### config.mk
export PLATFORM = sky130hd
export DESIGN_NAME = lbb_pipe_ctrl
export DESIGN_NICKNAME = d
export VERILOG_FILES = /design/src/design/lbb_pkg.sv /design/src/design/lbb_pipe_ctrl.sv
export SDC_FILE = /design/constraint.sdc
export NUM_CORES = 1
export LEC_CHECK = 0
export BUFFER_PORTS_ARGS = -buffer_cell sky130_fd_sc_hd__buf_2
export CORE_MARGIN = 2
export CORE_UTILIZATION = 40
export DETAILED_ROUTE_END_ITERATION = 7
export GPL_TIMING_DRIVEN = 0
export HOLD_SLACK_MARGIN = 0.03
export PLACE_DENSITY = 0.68
export SYNTH_ARGS = -nofsm -noshare
export SYNTH_HDL_FRONTEND = slang
export SYNTH_SLANG_ARGS = --single-unit
### constraint.sdc
create_clock -name clk -period 2.2 [get_ports clk]
set_input_delay 0.22 -clock clk [delete_from_list [all_inputs] [get_ports clk]]
set_output_delay 0.22 -clock clk [all_outputs]
set_load 0.03 [all_outputs]
### src/design/lbb_pkg.sv
//------------------------------------------------------------------------------
// lbb_pkg
// Shared widths and pipeline layout of the look-at basis builder.
//------------------------------------------------------------------------------
`timescale 1ns / 1ps
`default_nettype none

package lbb_pkg;

	// Default input coordinate width.
	localparam int COORD_BITS_DEF = 16;

	// Coordinate width after the range fit.
	localparam int C_W      = 16;
	// Width of one row component on the output, Q1.14.
	localparam int ROW_W    = 16;
	// Signed width of the h x d cross product.
	localparam int CR_W     = 33;
	// Signed width of w = d x (h x d), and of its magnitude.
	localparam int W_W      = 49;
	localparam int WM_W     = 48;
	// Half of the magnitude for split squaring.
	localparam int HALF_W   = 24;
	// Width of squared direction terms and their sum.
	localparam int DSQ_W    = 32;
	// Width of squared w terms and their sum.
	localparam int WSQ_W    = 96;
	// Width of the quotient built by the normalization stages.
	localparam int F_W      = 16;
	// Width of one cross product term of two rows.
	localparam int RP_W     = 32;

	// Q1.14 unit and the rounding half for Q2.28 to Q1.14.
	localparam int Q_ONE    = 16384;
	localparam int Q_HALF   = 8192;
	localparam int Q_FRAC   = 14;

	// Pipeline layout.
	localparam int FRONT_STAGES = 6;
	localparam int ITER_STAGES  = F_W;
	localparam int BACK_STAGES  = 2;
	localparam int NUM_STAGES   = FRONT_STAGES + ITER_STAGES + BACK_STAGES;

	// Output transaction layout.
	localparam int OUT_TDATA_W  = 9 * ROW_W;

endpackage

`default_nettype wire

### src/design/lbb_pipe_ctrl.sv
//------------------------------------------------------------------------------
// lbb_pipe_ctrl
// Valid bits and per-stage load enables of the pipeline; empty stages
// are filled even while the output holds a waiting transaction.
//------------------------------------------------------------------------------
`timescale 1ns / 1ps
`default_nettype none

module lbb_pipe_ctrl #(
	parameter int NUM_STAGES = lbb_pkg::NUM_STAGES
) (
	input  wire logic                  clk,
	input  wire logic                  arst_n,
	input  wire logic                  in_valid,
	output logic                       in_ready,
	output logic                       out_valid,
	input  wire logic                  out_ready,
	output logic [NUM_STAGES-1:0]      en
);

	logic [NUM_STAGES-1:0] vld_q;

	// A stage may load when it or any stage after it is empty, or the output drains.
	always_comb begin
		for (int i = 0; i < NUM_STAGES; i++) begin
			en[i] = out_ready || (|((~vld_q) & ({NUM_STAGES{1'b1}} << i)));
		end
	end

	assign in_ready  = en[0];
	assign out_valid = vld_q[NUM_STAGES-1];

	// Valid bits follow their data.
	always_ff @(posedge clk or negedge arst_n) begin
		if (!arst_n) begin
			vld_q <= '0;
		end else begin
			for (int i = 0; i < NUM_STAGES; i++) begin
				if (en[i]) begin
					vld_q[i] <= (i == 0) ? in_valid : vld_q[(i == 0) ? 0 : i - 1];
				end
			end
		end
	end

endmodule

`default_nettype wire

==> impl_results.md, run 1 <==
- FP Rows: 18
- Gr usage total: a little over an eighth
- Worst path cell trace: and3_1 -> clkbuf_4 -> and3_1 -> clkbuf_4 -> nand3_1 -> buf_4 -> buf_2
- RSZ-0062 raised after global routing: no
- Slew Viols, Final: 0
- Initial antenna violation count: 0
- Crit path launch type: register
- Clk Latency, worst-skew pair: between 0.3 and 0.4 ns
- Min cycle time layout: around 2.1 ns
- CTS root buffer: clkbuf_4
- Post-synthesis sequential area ratio: around 57%
- Die Width: about 55 um
- Max FFs per register: 24
- Core ar.: 2480 um2
- Max_slew headroom: 64.9%
- CTS tree: done
- Leakage: 0.000596 uW
- Worst-path fanout max: 10
- Via count: 810
- Synthesis-stage register bit count: 24
- Drt first pass iters: 4
- Overall power: between 900 and 1000 uW
- Largest stage delay on the critical path: 0.44 ns
- DR DRC count: 0
- Post-detailed-route wirelength per cell: 12.7 um
- Layout cells sized above 1: 47.3%
- Worst-Margin Slew: 0.527 ns
- Synth Area per Inst: 11.6 um2
- FMAX: 477 MHz
- Fin. Hold Viols: 0
- Ant. Diodes: 0
- CP Data Required Time: 1.98 ns
- Die height: 55.3 um
- Layout area overhead: 26.1%
- Final Skew: 0.00962 ns
- H-tree lvl count: 1
- Biggest register: vld_q
- Critical Path AT: 1.88 ns
- CP max stage cell: dfrtp_1
- Final net count: 134
- Synth Net Count: 95
- Crit path capture type: primary output
- Inst Count DP: 150
- First-pass GRT wire length: 3430 um
- Final Setup Violations: 0
- Ys Warns: 0
- Grt ovf: 0
- Peak supply drop: 0.521 mV
- Total CTS buffers: 3
- DRT iter0 DRCs: 19
- Non-Filler Instances: 159
- Total Wirelength: ~2000 um
- CTS max path bufs: 2
- Biggest regs: vld_q (24)
- Setup_tns: 0 ns
- Status: finished clean
- RD Place Congestion: 0.708
- Critical path type: register to primary output
- Crit share post-route: 95.4%
- Synthesized area: 1050 um2
- Port buffer count: 29
- Detail Placement HPWL: 1400 um
- Avg Vias per Cell: 5.09
- IO Pins: 30
- Pwr Density: between 700 and 800 nW/um2
- Starting Density: between 40% and 50%
- Clock Sinks: 24
- MaxCap Viol Count: 0
- Pin count of the biggest net entering global routing: 25
- Hold Path Class: input pin to register
- DRT antenna net count: 0
- Clk slew on worst S/H paths: 0.14 ns
- Vias in the first global route: about 760
- Cells after Synth: 91
- Count of different cell masters after synthesis: 21
- Die area: about 3100 um2
## layout by cell type (no fill, tap or decap), drive strengths merged
| cell | n |
|---|---|
| dlygate4sd3 | 1 |
| clkbuf | 6 |
| nand4 | 4 |
| inv | 4 |
| nor2 | 2 |
| dfrtp | 24 |
| nor4 | 1 |
| a41o | 3 |
| nor3 | 1 |
| and3 | 4 |
| buf | 37 |
| nand2 | 7 |
| a31o | 8 |
| nand4b | 1 |
| nand3 | 10 |
| nand2b | 4 |
| nand3b | 1 |
| and2 | 1 |
| a21o | 6 |
| or2 | 4 |
## repair_timing
item	in CTS	in global routing
gates resized for setup	0	5
gates cloned	0	0
setup endpoints to repair	3	3
hold buffers	1	0
endpoints found under the hold margin	24	0
buffers inserted	1	4
pin swaps	1	2
## path summary, 6_finish.rpt
check / slack (ns) / to / from / depth (start not counted)
worst max-delay path: 0.10 / en[0] / vld_q[10]$_DFFE_PN0P_ / 7
max in group asynchronous: 1.42 / vld_q[23]$_DFFE_PN0P_ / arst_n / 2
min in group asynchronous: 0.39 / vld_q[12]$_DFFE_PN0P_ / arst_n / 2
worst max register to register: 0.72 / vld_q[3]$_DFFE_PN0P_ / vld_q[10]$_DFFE_PN0P_ / 5
worst min register to register: 0.47 / vld_q[6]$_DFFE_PN0P_ / vld_q[5]$_DFFE_PN0P_ / 1
worst min-delay path: 0.1 / vld_q[0]$_DFFE_PN0P_ / in_valid / 2
## routing by layer
metal / global-route usage [%] / vias up / share of wire, %
li1: - / 406 / -
met1: 18.9 / 389 / 48
met2: 22.3 / 13 / 48
met3: 1.41 / 2 / 2.7
met4: 5.23 / 0 / 0.64
met5: 0 / - / 0
## cells by family (layout without fill, tap and decap cells)
logic type / Yosys count / count (layout) / share of synthesized area (%)
AOI/OAI and AO/OA: 17 / 17 / 13.8
buffers and inverters: 10 / 48 / 5.22
DFF: 24 / 24 / 57.0
and+or+nand+nor: 40 / 40 / 24.0
## Yosys cell counts (all sizes together)
library cell | number | share of area [%]
dfrtp | 24 | 57
nand3 | 10 | 4.8
a31o | 8 | 6.7
nand2 | 7 | 2.5
a21o | 6 | 4.3
buf | 5 | 3.4
and3 | 4 | 2.4
inv | 4 | 1.4
nand2b | 4 | 2.4
nand4 | 4 | 2.4
or2 | 4 | 2.4
a41o | 3 | 2.9
nor2 | 2 | 0.71
and2 | 1 | 0.59
clkbuf | 1 | 0.36
nand3b | 1 | 0.71
nand4b | 1 | 2.3
nor3 | 1 | 0.95
nor4 | 1 | 2.0
## worst max-delay path, delay by kind of cell (launching register included)
kind | cells | cell delay, ns
buffers and inverters | 4 | 0.63
and+or+nand+nor | 3 | 0.48
DFF | 1 | 0.44
## metrics by stage
stage / hold slack, ns / utilization [%] / worst slack, ns / cell area [um2]
floorplan: -0.0756 / - / 0.0439 / 1050
global placement: 0.230 / 49.9 / 0.218 / 1240
detailed placement: 0.232 / 49.9 / 0.219 / 1240
CTS: 0.0910 / 52.0 / 0.0271 / 1290
global route: 0.0919 / 53.6 / 0.00233 / 1330
finish: 0.0982 / 53.6 / 0.102 / 1330
## power breakdown
part	internal [uW]	total [uW]	leakage (uW)	switching, uW
Combinational	69.7	190	0.000307	121
Clock	101	235	0.0000210	134
Sequential	482	523	0.000268	40.4
## final cells by class
cell class              count  area, um2
fillers                   234       1150
flip-flops and latches     24        604
multi-input cells          57        398
repair buffers             35        193
plain buffers               5       45.0
well taps                  30       37.5
clock buffers               4       36.3
inverters                   4       15.0
Power figures use the tool's default switching activity.
==> run 2, diff against run 1 <==
--- a/config.mk
+++ b/config.mk
@@ -11,6 +11,7 @@
 export DETAILED_ROUTE_END_ITERATION = 7
 export GPL_TIMING_DRIVEN = 0
 export HOLD_SLACK_MARGIN = 0.03
+export MAX_ROUTING_LAYER = met4
 export PLACE_DENSITY = 0.68
 export SYNTH_ARGS = -nofsm -noshare
 export SYNTH_HDL_FRONTEND = slang
==> run 2 against run 1 <==
Effect of this change:
- maximum frequency about the same
- sequential share of layout area unchanged
- power about the same
- largest power group unchanged
- critical path depth unchanged
- utilization unchanged
- via count unchanged
- highest routed layer unchanged
- wire length unchanged
==> impl_results.md, run 2 (synthesis gave the netlist of run 1 again) <==
- IO Pins: 30 (unchanged)
- Worst Setup SP: vld_q[10]$_DFFE_PN0P_ (unchanged)
- Commonest non-fill, non-tap cell in the layout: buf_2 (unchanged)
- Reg area: 604 um2 (unchanged)
- Min cycle time layout: 2.10 ns (about the same)
- Setup_tns: 0 ns (unchanged)
- Vias in the first global route: 758 (unchanged)
- Leakage: 0.000596 uW (unchanged)
- FMAX: 477 MHz (about the same)
- Max FFs per register: 24 (unchanged)
- Clk Latency, worst-skew pair: 0.32 ns (about the same)
- Die Width: 55.3 um (unchanged)
- Drt first pass iters: 4 (unchanged)
- Critical Path AT: 1.88 ns (about the same)
- Total Wirelength: 2020 um (unchanged)
- Pin count of the biggest net entering global routing: 25 (unchanged)
- Critical path type: register to primary output (unchanged)
- Slew Viols, Final: 0 (unchanged)
- Layout area overhead: 26.1% (unchanged)
- Multi-input logic area: 398 um2 (unchanged)
- Layout cells sized above 1: 47.3% (unchanged)
- Die area: 3060 um2 (unchanged)
- H-tree lvl count: 1 (unchanged)
- Post-detailed-route wirelength per cell: 12.7 um (unchanged)
- Clock Sinks: 24 (unchanged)
- Crit path launch type: register (unchanged)
- DR DRC count: 0 (unchanged)
- Worst Hold Slack: 0.0982 ns (about the same)
- Largest stage delay on the critical path: 0.44 ns (about the same)
- Starting Density: 42.5% (unchanged)
- Crit path capture: en[0] (unchanged)
- CTS tree: done (unchanged)
- Max_slew headroom: 64.9% (unchanged)
- Biggest regs: vld_q (24) (unchanged)
- RD Place Congestion: 0.716 (was 0.708)
- Final Skew: 0.00963 ns (was 0.00962 ns)
- Crit path capture type: primary output (unchanged)
- Initial antenna violation count: 0 (unchanged)
- CP max stage cell: dfrtp_1 (unchanged)
- Worst-path fanout max: 10 (unchanged)
- CTS root buffer: clkbuf_4 (unchanged)
- Hold Path Class: input pin to register (unchanged)
- CTS max path bufs: 2 (unchanged)
- Status: finished clean (unchanged)
- MaxCap Viol Count: 0 (unchanged)
- Avg Vias per Cell: 5.09 (unchanged)
- Worst R2R End: vld_q[3]$_DFFE_PN0P_ (unchanged)
- CP Data Required Time: 1.98 ns (about the same)
- Clk slew on worst S/H paths: 0.14 ns (about the same)
- DRT iter0 DRCs: 19 (unchanged)
- Biggest register: vld_q (unchanged)
- Peak supply drop: 0.521 mV (unchanged)
- Via count: 810 (unchanged)
- Core ar.: 2480 um2 (unchanged)
- DRT antenna net count: 0 (unchanged)
- RSZ-0062 raised after global routing: no (unchanged)
- Gr usage total: 14.1% (was 13.7%)
- R2R Path Start: vld_q[10]$_DFFE_PN0P_ (unchanged)
- Pre-CTS WS: 0.219 ns (unchanged)
- Fin. Hold Viols: 0 (unchanged)
- R2R cell count: 5 (unchanged)
- Final Setup Violations: 0 (unchanged)
- Die height: 55.3 um (unchanged)
- Non-Filler Instances: 159 (unchanged)
- Inst Count DP: 150 (unchanged)
- Final net count: 134 (unchanged)
- FP Rows: 18 (unchanged)
- Grt ovf: 0 (unchanged)
- Crit share post-route: 95.4% (about the same)
- Most frequent cells in the layout: buf_2, dfrtp_1, nand3_1, a31o_2, nand2_1 (unchanged)
- Setup slack, reg-to-reg: 0.72 ns (about the same)
- Pwr Density: 713 nW/um2 (about the same)
- Ant. Diodes: 0 (unchanged)
- Port buffer count: 29 (unchanged)
- Worst-Margin Slew: 0.527 ns (unchanged)
- Total CTS buffers: 3 (unchanged)
- Fillers: 234 (unchanged)
- First-pass GRT wire length: 3440 um (was 3430 um)
- Detail Placement HPWL: 1400 um (unchanged)
- Worst path cell trace: and3_1 -> clkbuf_4 -> and3_1 -> clkbuf_4 -> nand3_1 -> buf_4 -> buf_2 (unchanged)
- Post-route worst setup slack: 0.102 ns (about the same)
[run 2: layout make-up]
class / count / area share [%]
sequential: 24 / 45.5
multi-input combinational: 57 / 29.9
buffer: 5 / 3.39
tap: 30 / 2.82
timing repair buffer: 35 / 14.5
clock buffer: 4 / 2.73
inverter: 4 / 1.13
[run 2: worst min-delay path by stage]
stage	start	endpoint	slack, ns	depth (start not counted)
after floorplan	arst_n	vld_q[0]$_DFFE_PN0P_	-0.08	0
after global placement	arst_n	vld_q[14]$_DFFE_PN0P_	0.23	1
after detailed placement	arst_n	vld_q[16]$_DFFE_PN0P_	0.23	1
after CTS	in_valid	vld_q[0]$_DFFE_PN0P_	0.09	2
after global routing	in_valid	vld_q[0]$_DFFE_PN0P_	0.09	2
final	in_valid	vld_q[0]$_DFFE_PN0P_	0.1	2
[run 2: what timing repair did]
| item | 4_1_cts | 5_1_grt |
|---|---|---|
| buffers inserted | 1 | 4 |
| hold buffers | 1 | 0 |
| pin swaps | 1 | 2 |
| gates resized for setup | 0 | 5 |
| endpoints found under the hold margin | 24 | 0 |
| setup endpoints to repair | 3 | 3 |
[run 2: worst max-delay path, delay by kind of cell, from the launching register on]
kind                   cells  cell delay (ns)
buffers and inverters      4             0.63
and+or+nand+nor            3             0.48
DFF                        1             0.44
[run 2: power breakdown]
part / switching (uW) / leakage [uW] / total, uW / internal (uW)
logic: 121 / 0.000307 / 190 / 69.7
registers: 40.4 / 0.000268 / 523 / 482
clock network: 134 / 0.0000210 / 235 / 101
[run 2: metal layers]
metal	vias to the layer above	track usage, %	part of all wire (%)
li1	406	-	-
met1	389	18.9	48
met2	13	22.3	48
met3	2	1.41	2.7
met4	0	5.23	0.64
met5	-	-	0
[run 2: metrics by stage]
| stage | cell area [um2] | power, uW | util (%) |
|---|---|---|---|
| 6_report | 1330 | 948 | 53.6 |
| 5_1_grt | 1330 | 987 | 53.6 |
| 4_1_cts | 1290 | 953 | 52.0 |
| 3_5_place_dp | 1240 | 720 | 49.9 |
| 3_3_place_gp | 1240 | 714 | 49.9 |
| 2_1_floorplan | 1050 | 663 | - |
